===== src/rtl/fwmf_pkg.sv =====
`timescale 1ns / 1ps
package fwmf_pkg;

  localparam int DEPTH_DEFAULT = 16;

  localparam int DATA_W    = 32;
  localparam int OP_W      = 3;
  localparam int INDEX_W   = 4;
  localparam int STATUS_W  = 2;
  localparam int COUNT_W   = 5;

  // Requests: op, value, index packed from bit 0 and padded to whole bytes.
  localparam int S_FIELDS_W = OP_W + DATA_W + INDEX_W;
  localparam int S_TDATA_W  = ((S_FIELDS_W + 7) / 8) * 8;
  // Results: data, status, count packed from bit 0 and padded to whole bytes.
  localparam int M_FIELDS_W = DATA_W + STATUS_W + COUNT_W;
  localparam int M_TDATA_W  = ((M_FIELDS_W + 7) / 8) * 8;

  localparam logic [DATA_W-1:0] ERR_DATA = '1;

  typedef enum logic [OP_W-1:0] {
    OP_ENQ      = 3'd0,
    OP_DEQ      = 3'd1,
    OP_PEEK     = 3'd2,
    OP_CLEAR    = 3'd3,
    OP_MIN      = 3'd4,
    OP_READ_IDX = 3'd5
  } op_t;

  typedef enum logic [STATUS_W-1:0] {
    ST_OK    = 2'd0,
    ST_EMPTY = 2'd1,
    ST_FULL  = 2'd2,
    ST_RANGE = 2'd3
  } status_t;

  // Commands from the controller to the datapath.
  typedef struct packed {
    logic    load_in;      // latch the accepted request
    logic    enq_write;    // append the latched value at the tail
    logic    deq_pop;      // advance head, drop one entry
    logic    clear;        // empty the queue
    logic    rd_head;      // read the head entry
    logic    rd_index;     // read the entry at the latched index
    logic    res_set;      // load result with a fixed data and status
    logic    res_err;      // with res_set: data is all ones, else zero
    status_t res_status;   // with res_set: status code
    logic    res_take_rd;  // load result with the read data, status ok
    logic    scan_start;   // restart the minimum scan at the head
    logic    scan_step;    // read the next entry of the scan
    logic    shift_init;   // start the shift at the minimum's position
    logic    shift_rd;     // read the entry in front of the shift position
    logic    shift_wr;     // store it one place back, step toward the head
    logic    put_min;      // store the minimum at the head
    logic    out_load;     // move the result into the output register
  } cmd_t;

  // Status from the datapath to the controller.
  typedef struct packed {
    op_t  op;
    logic empty;
    logic full;
    logic idx_oor;
    logic scan_last;
    logic best_at_head;
    logic shift_last;
    logic out_free;
  } sts_t;

endpackage


===== src/rtl/fwmf_ctrl.sv =====
`timescale 1ns / 1ps
module fwmf_ctrl (
  input  logic            clk,
  input  logic            rst,
  input  logic            s_tvalid,
  output logic            s_tready,
  input  fwmf_pkg::sts_t  sts,
  output fwmf_pkg::cmd_t  cmd
);
  import fwmf_pkg::*;

  typedef enum logic [9:0] {
    S_IDLE     = 10'b00_0000_0001,
    S_EXEC     = 10'b00_0000_0010,
    S_WAIT_RD  = 10'b00_0000_0100,
    S_SCAN     = 10'b00_0000_1000,
    S_SCAN_END = 10'b00_0001_0000,
    S_DECIDE   = 10'b00_0010_0000,
    S_SHIFT_RD = 10'b00_0100_0000,
    S_SHIFT_WR = 10'b00_1000_0000,
    S_PUT_MIN  = 10'b01_0000_0000,
    S_FINISH   = 10'b10_0000_0000
  } state_t;

  state_t state, state_next;
  logic   accept;

  assign s_tready = (state == S_IDLE);
  assign accept   = s_tvalid && s_tready;

  always_ff @(posedge clk) begin
    if (rst) begin
      state <= S_IDLE;
    end else begin
      state <= state_next;
    end
  end

  always_comb begin
    state_next = state;
    cmd        = '0;
    cmd.res_status = ST_OK;
    unique case (state)
      S_IDLE: begin
        cmd.load_in = accept;
        if (accept) begin
          state_next = S_EXEC;
        end
      end
      S_EXEC: begin
        state_next = S_FINISH;
        unique case (sts.op) inside
          OP_ENQ: begin
            cmd.res_set = 1'b1;
            if (sts.full) begin
              cmd.res_err    = 1'b1;
              cmd.res_status = ST_FULL;
            end else begin
              cmd.enq_write = 1'b1;
            end
          end
          OP_DEQ, OP_PEEK: begin
            if (sts.empty) begin
              cmd.res_set    = 1'b1;
              cmd.res_err    = 1'b1;
              cmd.res_status = ST_EMPTY;
            end else begin
              cmd.rd_head = 1'b1;
              state_next  = S_WAIT_RD;
            end
          end
          OP_CLEAR: begin
            cmd.clear   = 1'b1;
            cmd.res_set = 1'b1;
          end
          OP_MIN: begin
            cmd.res_set = 1'b1;
            if (!sts.empty) begin
              cmd.scan_start = 1'b1;
              state_next     = S_SCAN;
            end
          end
          OP_READ_IDX: begin
            if (sts.idx_oor) begin
              cmd.res_set    = 1'b1;
              cmd.res_err    = 1'b1;
              cmd.res_status = ST_RANGE;
            end else begin
              cmd.rd_index = 1'b1;
              state_next   = S_WAIT_RD;
            end
          end
          default: begin
            cmd.res_set = 1'b1;
          end
        endcase
      end
      S_WAIT_RD: begin
        cmd.res_take_rd = 1'b1;
        cmd.deq_pop     = (sts.op == OP_DEQ);
        state_next      = S_FINISH;
      end
      S_SCAN: begin
        cmd.scan_step = 1'b1;
        if (sts.scan_last) begin
          state_next = S_SCAN_END;
        end
      end
      S_SCAN_END: begin
        state_next = S_DECIDE;
      end
      S_DECIDE: begin
        if (sts.best_at_head) begin
          state_next = S_FINISH;
        end else begin
          cmd.shift_init = 1'b1;
          state_next     = S_SHIFT_RD;
        end
      end
      S_SHIFT_RD: begin
        cmd.shift_rd = 1'b1;
        state_next   = S_SHIFT_WR;
      end
      S_SHIFT_WR: begin
        cmd.shift_wr = 1'b1;
        state_next   = sts.shift_last ? S_PUT_MIN : S_SHIFT_RD;
      end
      S_PUT_MIN: begin
        cmd.put_min = 1'b1;
        state_next  = S_FINISH;
      end
      S_FINISH: begin
        if (sts.out_free) begin
          cmd.out_load = 1'b1;
          state_next   = S_IDLE;
        end
      end
      default: begin
        state_next = S_IDLE;
      end
    endcase
  end

  a_accept_exec: assert property (@(posedge clk) disable iff (rst)
    accept |=> state == S_EXEC)
    else $error("accepted request did not move to execute");

  a_load_free: assert property (@(posedge clk) disable iff (rst)
    cmd.out_load |-> sts.out_free)
    else $error("result loaded over an untaken result");

  a_scan_hold: assert property (@(posedge clk) disable iff (rst)
    (state == S_SCAN && !sts.scan_last) |=> state == S_SCAN)
    else $error("scan ended early");

endmodule


===== src/rtl/fwmf_dp.sv =====
`timescale 1ns / 1ps
module fwmf_dp #(
  parameter int DEPTH = fwmf_pkg::DEPTH_DEFAULT
) (
  input  logic                              clk,
  input  logic                              rst,
  input  logic [fwmf_pkg::OP_W-1:0]         in_op,
  input  logic [fwmf_pkg::DATA_W-1:0]       in_value,
  input  logic [fwmf_pkg::INDEX_W-1:0]      in_index,
  input  fwmf_pkg::cmd_t                    cmd,
  output fwmf_pkg::sts_t                    sts,
  input  logic                              m_tready,
  output logic                              m_tvalid,
  output logic [fwmf_pkg::DATA_W-1:0]       out_data,
  output logic [fwmf_pkg::STATUS_W-1:0]     out_status,
  output logic [fwmf_pkg::COUNT_W-1:0]      out_count
);
  import fwmf_pkg::*;

  localparam int AW = (DEPTH > 1) ? $clog2(DEPTH) : 1;
  localparam int CW = $clog2(DEPTH + 1);
  localparam int XW = (CW > INDEX_W) ? CW : INDEX_W;

  // Position of an entry counted from the head, wrapped into the buffer.
  function automatic logic [AW-1:0] slot(input logic [AW-1:0] hd,
                                         input logic [AW-1:0] rel);
    logic [AW:0] sum;
    sum = {1'b0, hd} + {1'b0, rel};
    if (sum >= (AW+1)'(DEPTH)) begin
      sum = sum - (AW+1)'(DEPTH);
    end
    return sum[AW-1:0];
  endfunction

  logic [DATA_W-1:0]  mem [DEPTH];
  logic [DATA_W-1:0]  rdata;
  logic [AW-1:0]      rd_addr;
  logic               wr_en;
  logic [AW-1:0]      wr_addr;
  logic [DATA_W-1:0]  wr_data;

  logic [AW-1:0]      head;
  logic [CW-1:0]      occ;

  op_t                op_q;
  logic [DATA_W-1:0]  value_q;
  logic [INDEX_W-1:0] index_q;

  logic [AW-1:0]      scan_pos;
  logic               cmp_vld;
  logic [AW-1:0]      cmp_pos;
  logic signed [DATA_W-1:0] best_val;
  logic [AW-1:0]      best_pos;
  logic [AW-1:0]      shift_pos;

  logic [DATA_W-1:0]  res_data;
  status_t            res_status;

  // Single read port and single write port on the entry store.
  always_comb begin
    rd_addr = head;
    if (cmd.rd_head) begin
      rd_addr = head;
    end else if (cmd.rd_index) begin
      rd_addr = slot(head, AW'(index_q));
    end else if (cmd.scan_step) begin
      rd_addr = slot(head, scan_pos);
    end else if (cmd.shift_rd) begin
      rd_addr = slot(head, shift_pos - AW'(1));
    end
  end

  always_comb begin
    wr_en   = cmd.enq_write || cmd.shift_wr || cmd.put_min;
    wr_addr = head;
    wr_data = best_val;
    if (cmd.enq_write) begin
      wr_addr = slot(head, AW'(occ));
      wr_data = value_q;
    end else if (cmd.shift_wr) begin
      wr_addr = slot(head, shift_pos);
      wr_data = rdata;
    end
  end

  always_ff @(posedge clk) begin
    if (wr_en) begin
      mem[wr_addr] <= wr_data;
    end
    rdata <= mem[rd_addr];
  end

  always_ff @(posedge clk) begin
    if (cmd.load_in) begin
      op_q    <= op_t'(in_op);
      value_q <= in_value;
      index_q <= in_index;
    end
  end

  always_ff @(posedge clk) begin
    if (rst) begin
      head <= '0;
      occ  <= '0;
    end else if (cmd.clear) begin
      head <= '0;
      occ  <= '0;
    end else if (cmd.enq_write) begin
      occ <= occ + CW'(1);
    end else if (cmd.deq_pop) begin
      head <= (head == AW'(DEPTH - 1)) ? '0 : head + AW'(1);
      occ  <= occ - CW'(1);
    end
  end

  // Minimum scan: reads issue one per cycle, and each compare follows in the cycle after its read.
  always_ff @(posedge clk) begin
    if (rst) begin
      cmp_vld <= 1'b0;
    end else begin
      cmp_vld <= cmd.scan_step;
    end
  end

  always_ff @(posedge clk) begin
    if (cmd.scan_start) begin
      scan_pos <= '0;
    end else if (cmd.scan_step) begin
      scan_pos <= scan_pos + AW'(1);
    end
    if (cmd.scan_step) begin
      cmp_pos <= scan_pos;
    end
    if (cmp_vld && (cmp_pos == '0 || $signed(rdata) < best_val)) begin
      best_val <= $signed(rdata);
      best_pos <= cmp_pos;
    end
    if (cmd.shift_init) begin
      shift_pos <= best_pos;
    end else if (cmd.shift_wr) begin
      shift_pos <= shift_pos - AW'(1);
    end
  end

  always_ff @(posedge clk) begin
    if (cmd.res_set) begin
      res_data   <= cmd.res_err ? ERR_DATA : '0;
      res_status <= cmd.res_status;
    end else if (cmd.res_take_rd) begin
      res_data   <= rdata;
      res_status <= ST_OK;
    end
  end

  always_ff @(posedge clk) begin
    if (rst) begin
      m_tvalid <= 1'b0;
    end else if (cmd.out_load) begin
      m_tvalid <= 1'b1;
    end else if (m_tready) begin
      m_tvalid <= 1'b0;
    end
  end

  always_ff @(posedge clk) begin
    if (cmd.out_load) begin
      out_data   <= res_data;
      out_status <= res_status;
      out_count  <= COUNT_W'(occ);
    end
  end

  always_comb begin
    sts.op           = op_q;
    sts.empty        = (occ == '0);
    sts.full         = (occ >= CW'(DEPTH));
    sts.idx_oor      = (XW'(index_q) >= XW'(occ));
    sts.scan_last    = ((CW'(scan_pos) + CW'(1)) == occ);
    sts.best_at_head = (best_pos == '0);
    sts.shift_last   = (shift_pos == AW'(1));
    sts.out_free     = !m_tvalid || m_tready;
  end

  a_occ_bound: assert property (@(posedge clk) disable iff (rst)
    occ <= CW'(DEPTH))
    else $error("occupancy beyond depth");

  a_head_bound: assert property (@(posedge clk) disable iff (rst)
    head < AW'(DEPTH - 1) || head == AW'(DEPTH - 1))
    else $error("head beyond depth");

  a_enq_room: assert property (@(posedge clk) disable iff (rst)
    cmd.enq_write |-> occ < CW'(DEPTH))
    else $error("write into a full queue");

  a_pop_nonempty: assert property (@(posedge clk) disable iff (rst)
    cmd.deq_pop |-> occ != '0)
    else $error("pop from an empty queue");

endmodule


===== src/rtl/fifo_with_min_to_front.sv =====
`timescale 1ns / 1ps
// Channel   Direction  Signals                      Carries
// s_*       in         s_tvalid s_tready s_tdata    one request: an operation on the queue
// m_*       out        m_tvalid m_tready m_tdata    one result per request
//
// Enqueue, clear, unused codes, min to front on an empty queue and every error go
// from execute straight to the result. Dequeue, peek and read at index add the
// registered memory read. Min to front walks one memory read port over the N entries
// held; a minimum already at the head is left there, else from its position P each
// shift step reads and writes one entry and the minimum is stored at the head. Reset
// (rst, synchronous) empties the queue; no clearing pass is needed. A finished result
// waits in the output register while the next request is accepted; only the loading
// of that next result stalls on m_tready.
module fifo_with_min_to_front #(
  parameter int DEPTH = fwmf_pkg::DEPTH_DEFAULT
) (
  input  logic                           clk,
  input  logic                           rst,
  input  logic                           s_tvalid,
  output logic                           s_tready,
  // s_tdata from bit 0: op [2:0], value [34:3], index [38:35], zero pad [39]
  input  logic [fwmf_pkg::S_TDATA_W-1:0] s_tdata,
  output logic                           m_tvalid,
  input  logic                           m_tready,
  // m_tdata from bit 0: data [31:0], status [33:32], count [38:34], zero pad [39]
  output logic [fwmf_pkg::M_TDATA_W-1:0] m_tdata
);
  import fwmf_pkg::*;

  cmd_t                cmd;
  sts_t                sts;
  logic [DATA_W-1:0]   out_data;
  logic [STATUS_W-1:0] out_status;
  logic [COUNT_W-1:0]  out_count;

  // The controller sequences each request; the datapath holds the entry store,
  // head and occupancy, the scan registers, and the result registers.
  fwmf_ctrl u_ctrl (
    .clk      (clk),
    .rst      (rst),
    .s_tvalid (s_tvalid),
    .s_tready (s_tready),
    .sts      (sts),
    .cmd      (cmd)
  );

  fwmf_dp #(
    .DEPTH (DEPTH)
  ) u_dp (
    .clk        (clk),
    .rst        (rst),
    .in_op      (s_tdata[OP_W-1:0]),
    .in_value   (s_tdata[OP_W+DATA_W-1:OP_W]),
    .in_index   (s_tdata[S_FIELDS_W-1:OP_W+DATA_W]),
    .cmd        (cmd),
    .sts        (sts),
    .m_tready   (m_tready),
    .m_tvalid   (m_tvalid),
    .out_data   (out_data),
    .out_status (out_status),
    .out_count  (out_count)
  );

  // Result fields packed from the low bit, upper pad bits held at zero.
  assign m_tdata = {{(M_TDATA_W - M_FIELDS_W){1'b0}}, out_count, out_status, out_data};

endmodule

===== config.mk =====
export PLATFORM = sky130hd
export DESIGN_NAME = fifo_with_min_to_front
export DESIGN_NICKNAME = d
export VERILOG_FILES = /design/src/rtl/fwmf_pkg.sv /design/src/rtl/fwmf_ctrl.sv /design/src/rtl/fwmf_dp.sv /design/src/rtl/fifo_with_min_to_front.sv
export SDC_FILE = /design/constraint.sdc
export NUM_CORES = 1
export LEC_CHECK = 0
export BUFFER_PORTS_ARGS = -buffer_cell sky130_fd_sc_hd__buf_4
export CORE_MARGIN = 2
export CORE_UTILIZATION = 45
export CTS_BUF_LIST = sky130_fd_sc_hd__clkbuf_8
export DETAILED_ROUTE_END_ITERATION = 7
export PLACE_DENSITY = 0.63
export RECOVER_POWER = 100
export SLEW_MARGIN = 20
export SYNTH_ARGS = -nofsm -noshare
export SYNTH_HDL_FRONTEND = slang
export SYNTH_SLANG_ARGS = --single-unit

===== constraint.sdc =====
create_clock -name clk -period 4.6 [get_ports clk]
set_clock_uncertainty 0.2 [all_clocks]
set_input_delay 0.69 -clock clk [delete_from_list [all_inputs] [get_ports clk]]
set_output_delay 0.69 -clock clk [all_outputs]
set_load 0.05 [all_outputs]

==> metrics.yaml <==
wl_per_cell_um: 22.5
regArea_um2: 21200
final-max-slew-violation-count: 21
number_of_antenna_violating_nets_in_the_routed_design: 0
leakagePower_nw: 12.7
initialDrtViolationCount: 1278
clk_latency_ns: 0.73
dpl_cell_area_um2: 32400
maximum_number_of_pins_on_one_net_before_global_route_repair: 74
synth_ff_type: "edfxtp_1"
fill_cells: 5663
irDropWorstVdd_uv: 227
synth_warn: 0
core.rowCount: 95
ratio_of_final_minimum_period_to_clock_period_pct: 93.6
failing_checks: "capacitance limit, slew limit"
floorplan.core_area_um2: 66800
drc_errors: 0
post_route_cells_drive_above_1_share_pct: 13.4
run_status: "finished with violations"
post_layout_inst_area_um2: 34500
power.density_cell_area_nw_per_um2: 367
wl_um: 70100
buffers_added_on_ports: 83
syn-num-nets: 2019
syn-mean-instance-area_um2: 15.8
cp_slowest_cell: "or4_4"
worstPathRequired_ns: 4.99
worst_setup_path_end_kind: "flip-flop"
setup_total_negative_slack_ns: 0
grt_antenna_before_repair: 3
start_kind: "flip-flop"
global_route.overflow_total: 0
area_of_the_die_um2: 69300
clock_tree.buffer_depth: 3
route.vias.total: 17100
initial_utilization_pct: 45.2
post-route-worst-setup-slack_ns: 0.294
fp.dieH_um: 263
synth.yosys.seq_area_share_pct: 70.1
ioPinCount: 86
detailed_place_hpwl_um: 42000
dpl_worst_slack_ns: 0.530
grtUsageTotal_pct: 20.1
cts_inserted_buffers: 114
fin_crit_ns: 4.31
die_width_um: 263
netlist-cell-type-count: 76
cts.htree.levels: 3
syn_to_final_growth_pct: 14.1
global_route_wire_length_before_repair_um: 105000
max-cap-violations: 2
critical-path-top-cell-by-count: "o21ai_0"
worstPathArrival_ns: 4.69
finalSetupViolCount: 0
area_used_by_multi_input_combinational_logic_um2: 8230
post_synth_instance_area_um2: 30200
p_total_mw: 12.7
finalHoldViolations: 0
critical_path.cell_chain: "inv_1 > ha_1 > o21ai_0 > o21ai_0 > and2_0 > or4_4 > a21oi_4 > clkbuf_1 > or2_2 > buf_4 > o221ai_1 > o22ai_1 > nor2_1"
finish.net_count: 2254
clk_root_buffer_cell: "clkbuf_8"
max_stage_delay_ns: 0.58
timing.slew.headroom_pct: -8.48
tritonroute_pass_1_iters: 5
highest_clock_rate_mhz: 232
yosys_register_bits: 725
grt_setup_unrepaired: "false"
cts_sinks: 725
synthArstFlopShare_pct: 0
worst_slew_pin_slew_ns: 1.63
critPathMaxFanout: 19
viasPerCell: 5.47
cts_tree: "done"
path_clk_slew_ns: 0.06
via_count_of_the_first_global_routing_pass: 17200
hold_class: "in2reg"
worstSetupPathType: "reg2reg"
syn-instance-count: 1912
finalWeightedCongestion: 0.840
synth_enable_flop_cells: 668
[area by class of cell]
class	instances	share of cell area [%]
Clock buffer	123	4.91
Multi-Input combinational cell	1033	23.9
Sequential cell	725	61.5
Clock inverter	93	1.45
Antenna cell	3	0.0218
Timing Repair Buffer	214	4.45
Inverter	59	0.642
Tap cell	873	3.17
[sequential cells by signal (all words and copies together), names as in the netlist, 3 cells and up]
name and count:
u_dp.out_data 32, u_dp.op_q 3, u_dp.best_pos 4, u_dp.best_val 32
u_dp.head 4, u_ctrl.state 10, u_dp.value_q 32, u_dp.shift_pos 4
u_dp.scan_pos 4, u_dp.occ 5, u_dp.cmp_pos 4, u_dp.index_q 4
u_dp.res_data 32, u_dp.out_count 5, u_dp.mem 512, u_dp.rdata 32
[placed cells by master, fill, tap and decap left out, types with 13 or more instances in the layout]
master / count
o22ai_1: 33
nor2_1: 109
ha_1: 57
inv_1: 102
clkinv_1: 30
a21o_1: 19
clkbuf_2: 14
o221ai_1: 42
dfxtp_1: 57
clkbuf_4: 42
edfxtp_1: 668
dlygate4sd3_1: 40
xor2_1: 13
clkbuf_1: 74
a21oi_1: 93
o221ai_2: 23
o21ai_0: 16
mux2i_1: 350
xnor2_1: 15
nand2_1: 106
buf_4: 31
clkbuf_8: 123
[power by group]
part,switching (mW),internal [mW],leakage (nW)
combinational,0.173,0.101,4.91
sequential,0.0440,7.19,6.49
clock,2.50,2.65,1.27
total,2.72,9.93,12.7
[synthesized netlist by cell type (5+ instances only)]
cell type  number  area share, %
nand3_1        10           0.17
a21oi_1        93            1.5
buf_6          14           0.52
clkbuf_1       37           0.46
buf_4           9           0.22
nor2_1        122            1.5
a21o_1         19           0.47
mux2i_1       350             12
nand4_1         7           0.14
nor4_1          9           0.19
nand2b_1       13           0.27
o22ai_1        33           0.68
o221ai_1       32           0.93
o21ai_0        16           0.26
inv_1          59           0.73
edfxtp_1      668             66
or3_1           5           0.10
o221ai_2       33            1.6
dfxtp_1        57            3.8
fa_1            6           0.40
clkbuf_4        6           0.15
buf_12          5           0.33
nand2_1       106            1.3
ha_1           57            2.4
buf_2          20           0.33
xor2_1         14           0.41
xnor2_1        16           0.46
nor2b_1         8           0.17
nor3_1         10           0.17
[worst paths after layout]
check / startpoint / end / slack, ns / cells after the start
setup / recovery: u_dp.occ[2] / u_dp.rdata[8] / 0.29 / 13
setup reg to reg: u_dp.occ[2] / u_dp.rdata[8] / 0.29 / 13
hold / removal: m_tready / u_dp.m_tvalid / 0.12 / 3
hold reg to reg: u_dp.res_data[9] / u_dp.out_data[9] / 0.21 / 0
[worst max-delay path, delay by kind of cell, from the launching register on]
| kind | cells | cell delay (ns) |
|---|---|---|
| AND/OR/NAND/NOR | 4 | 1.16 |
| buffers and inverters | 3 | 0.97 |
| AO/OA/AOI/OAI | 5 | 1.02 |
| flip-flops | 1 | 0.51 |
| adder cells (fa/ha/maj) | 1 | 0.28 |
[stage by stage]
stage / cells / hold slack (ns) / util [%]
6_report: 3123 / 0.120 / 51.6
5_1_grt: 3122 / 0.0907 / 51.6
4_1_cts: 3119 / 0.0721 / 52.3
3_5_place_dp: 2863 / 0.205 / 48.4
3_3_place_gp: 2863 / 0.201 / 48.4
2_1_floorplan: 1912 / 0.200 / -
[what timing repair did]
| action | 4_1_cts | 5_1_grt |
|---|---|---|
| endpoints found under the hold margin | 43 | 0 |
| setup buffers | 0 | 0 |
| resized for setup | 0 | 0 |
| endpoints found under the setup margin | 0 | 0 |
| hold buffers | 40 | 0 |
[per-layer routing]
layer	global-route usage (%)	up-vias	wire length [µm]
met1	27.9	8578	31600
met4	6.41	0	1740
li1	-	7867	-
met5	0	-	0
met3	3.29	120	3690
met2	32.6	530	33100
[cell families after synthesis]
kind of cell | Yosys count | synth area share [%]
other cells | 1 | 0.0124
simple gates | 322 | 5.08
flops | 725 | 70.1
fa+ha+maj | 63 | 2.76
mux | 352 | 11.7
xor+xnor | 30 | 0.869
compound gates | 265 | 6.67
buf+inv | 154 | 2.80
No activity file was read; power rests on OpenSTA's default activity.
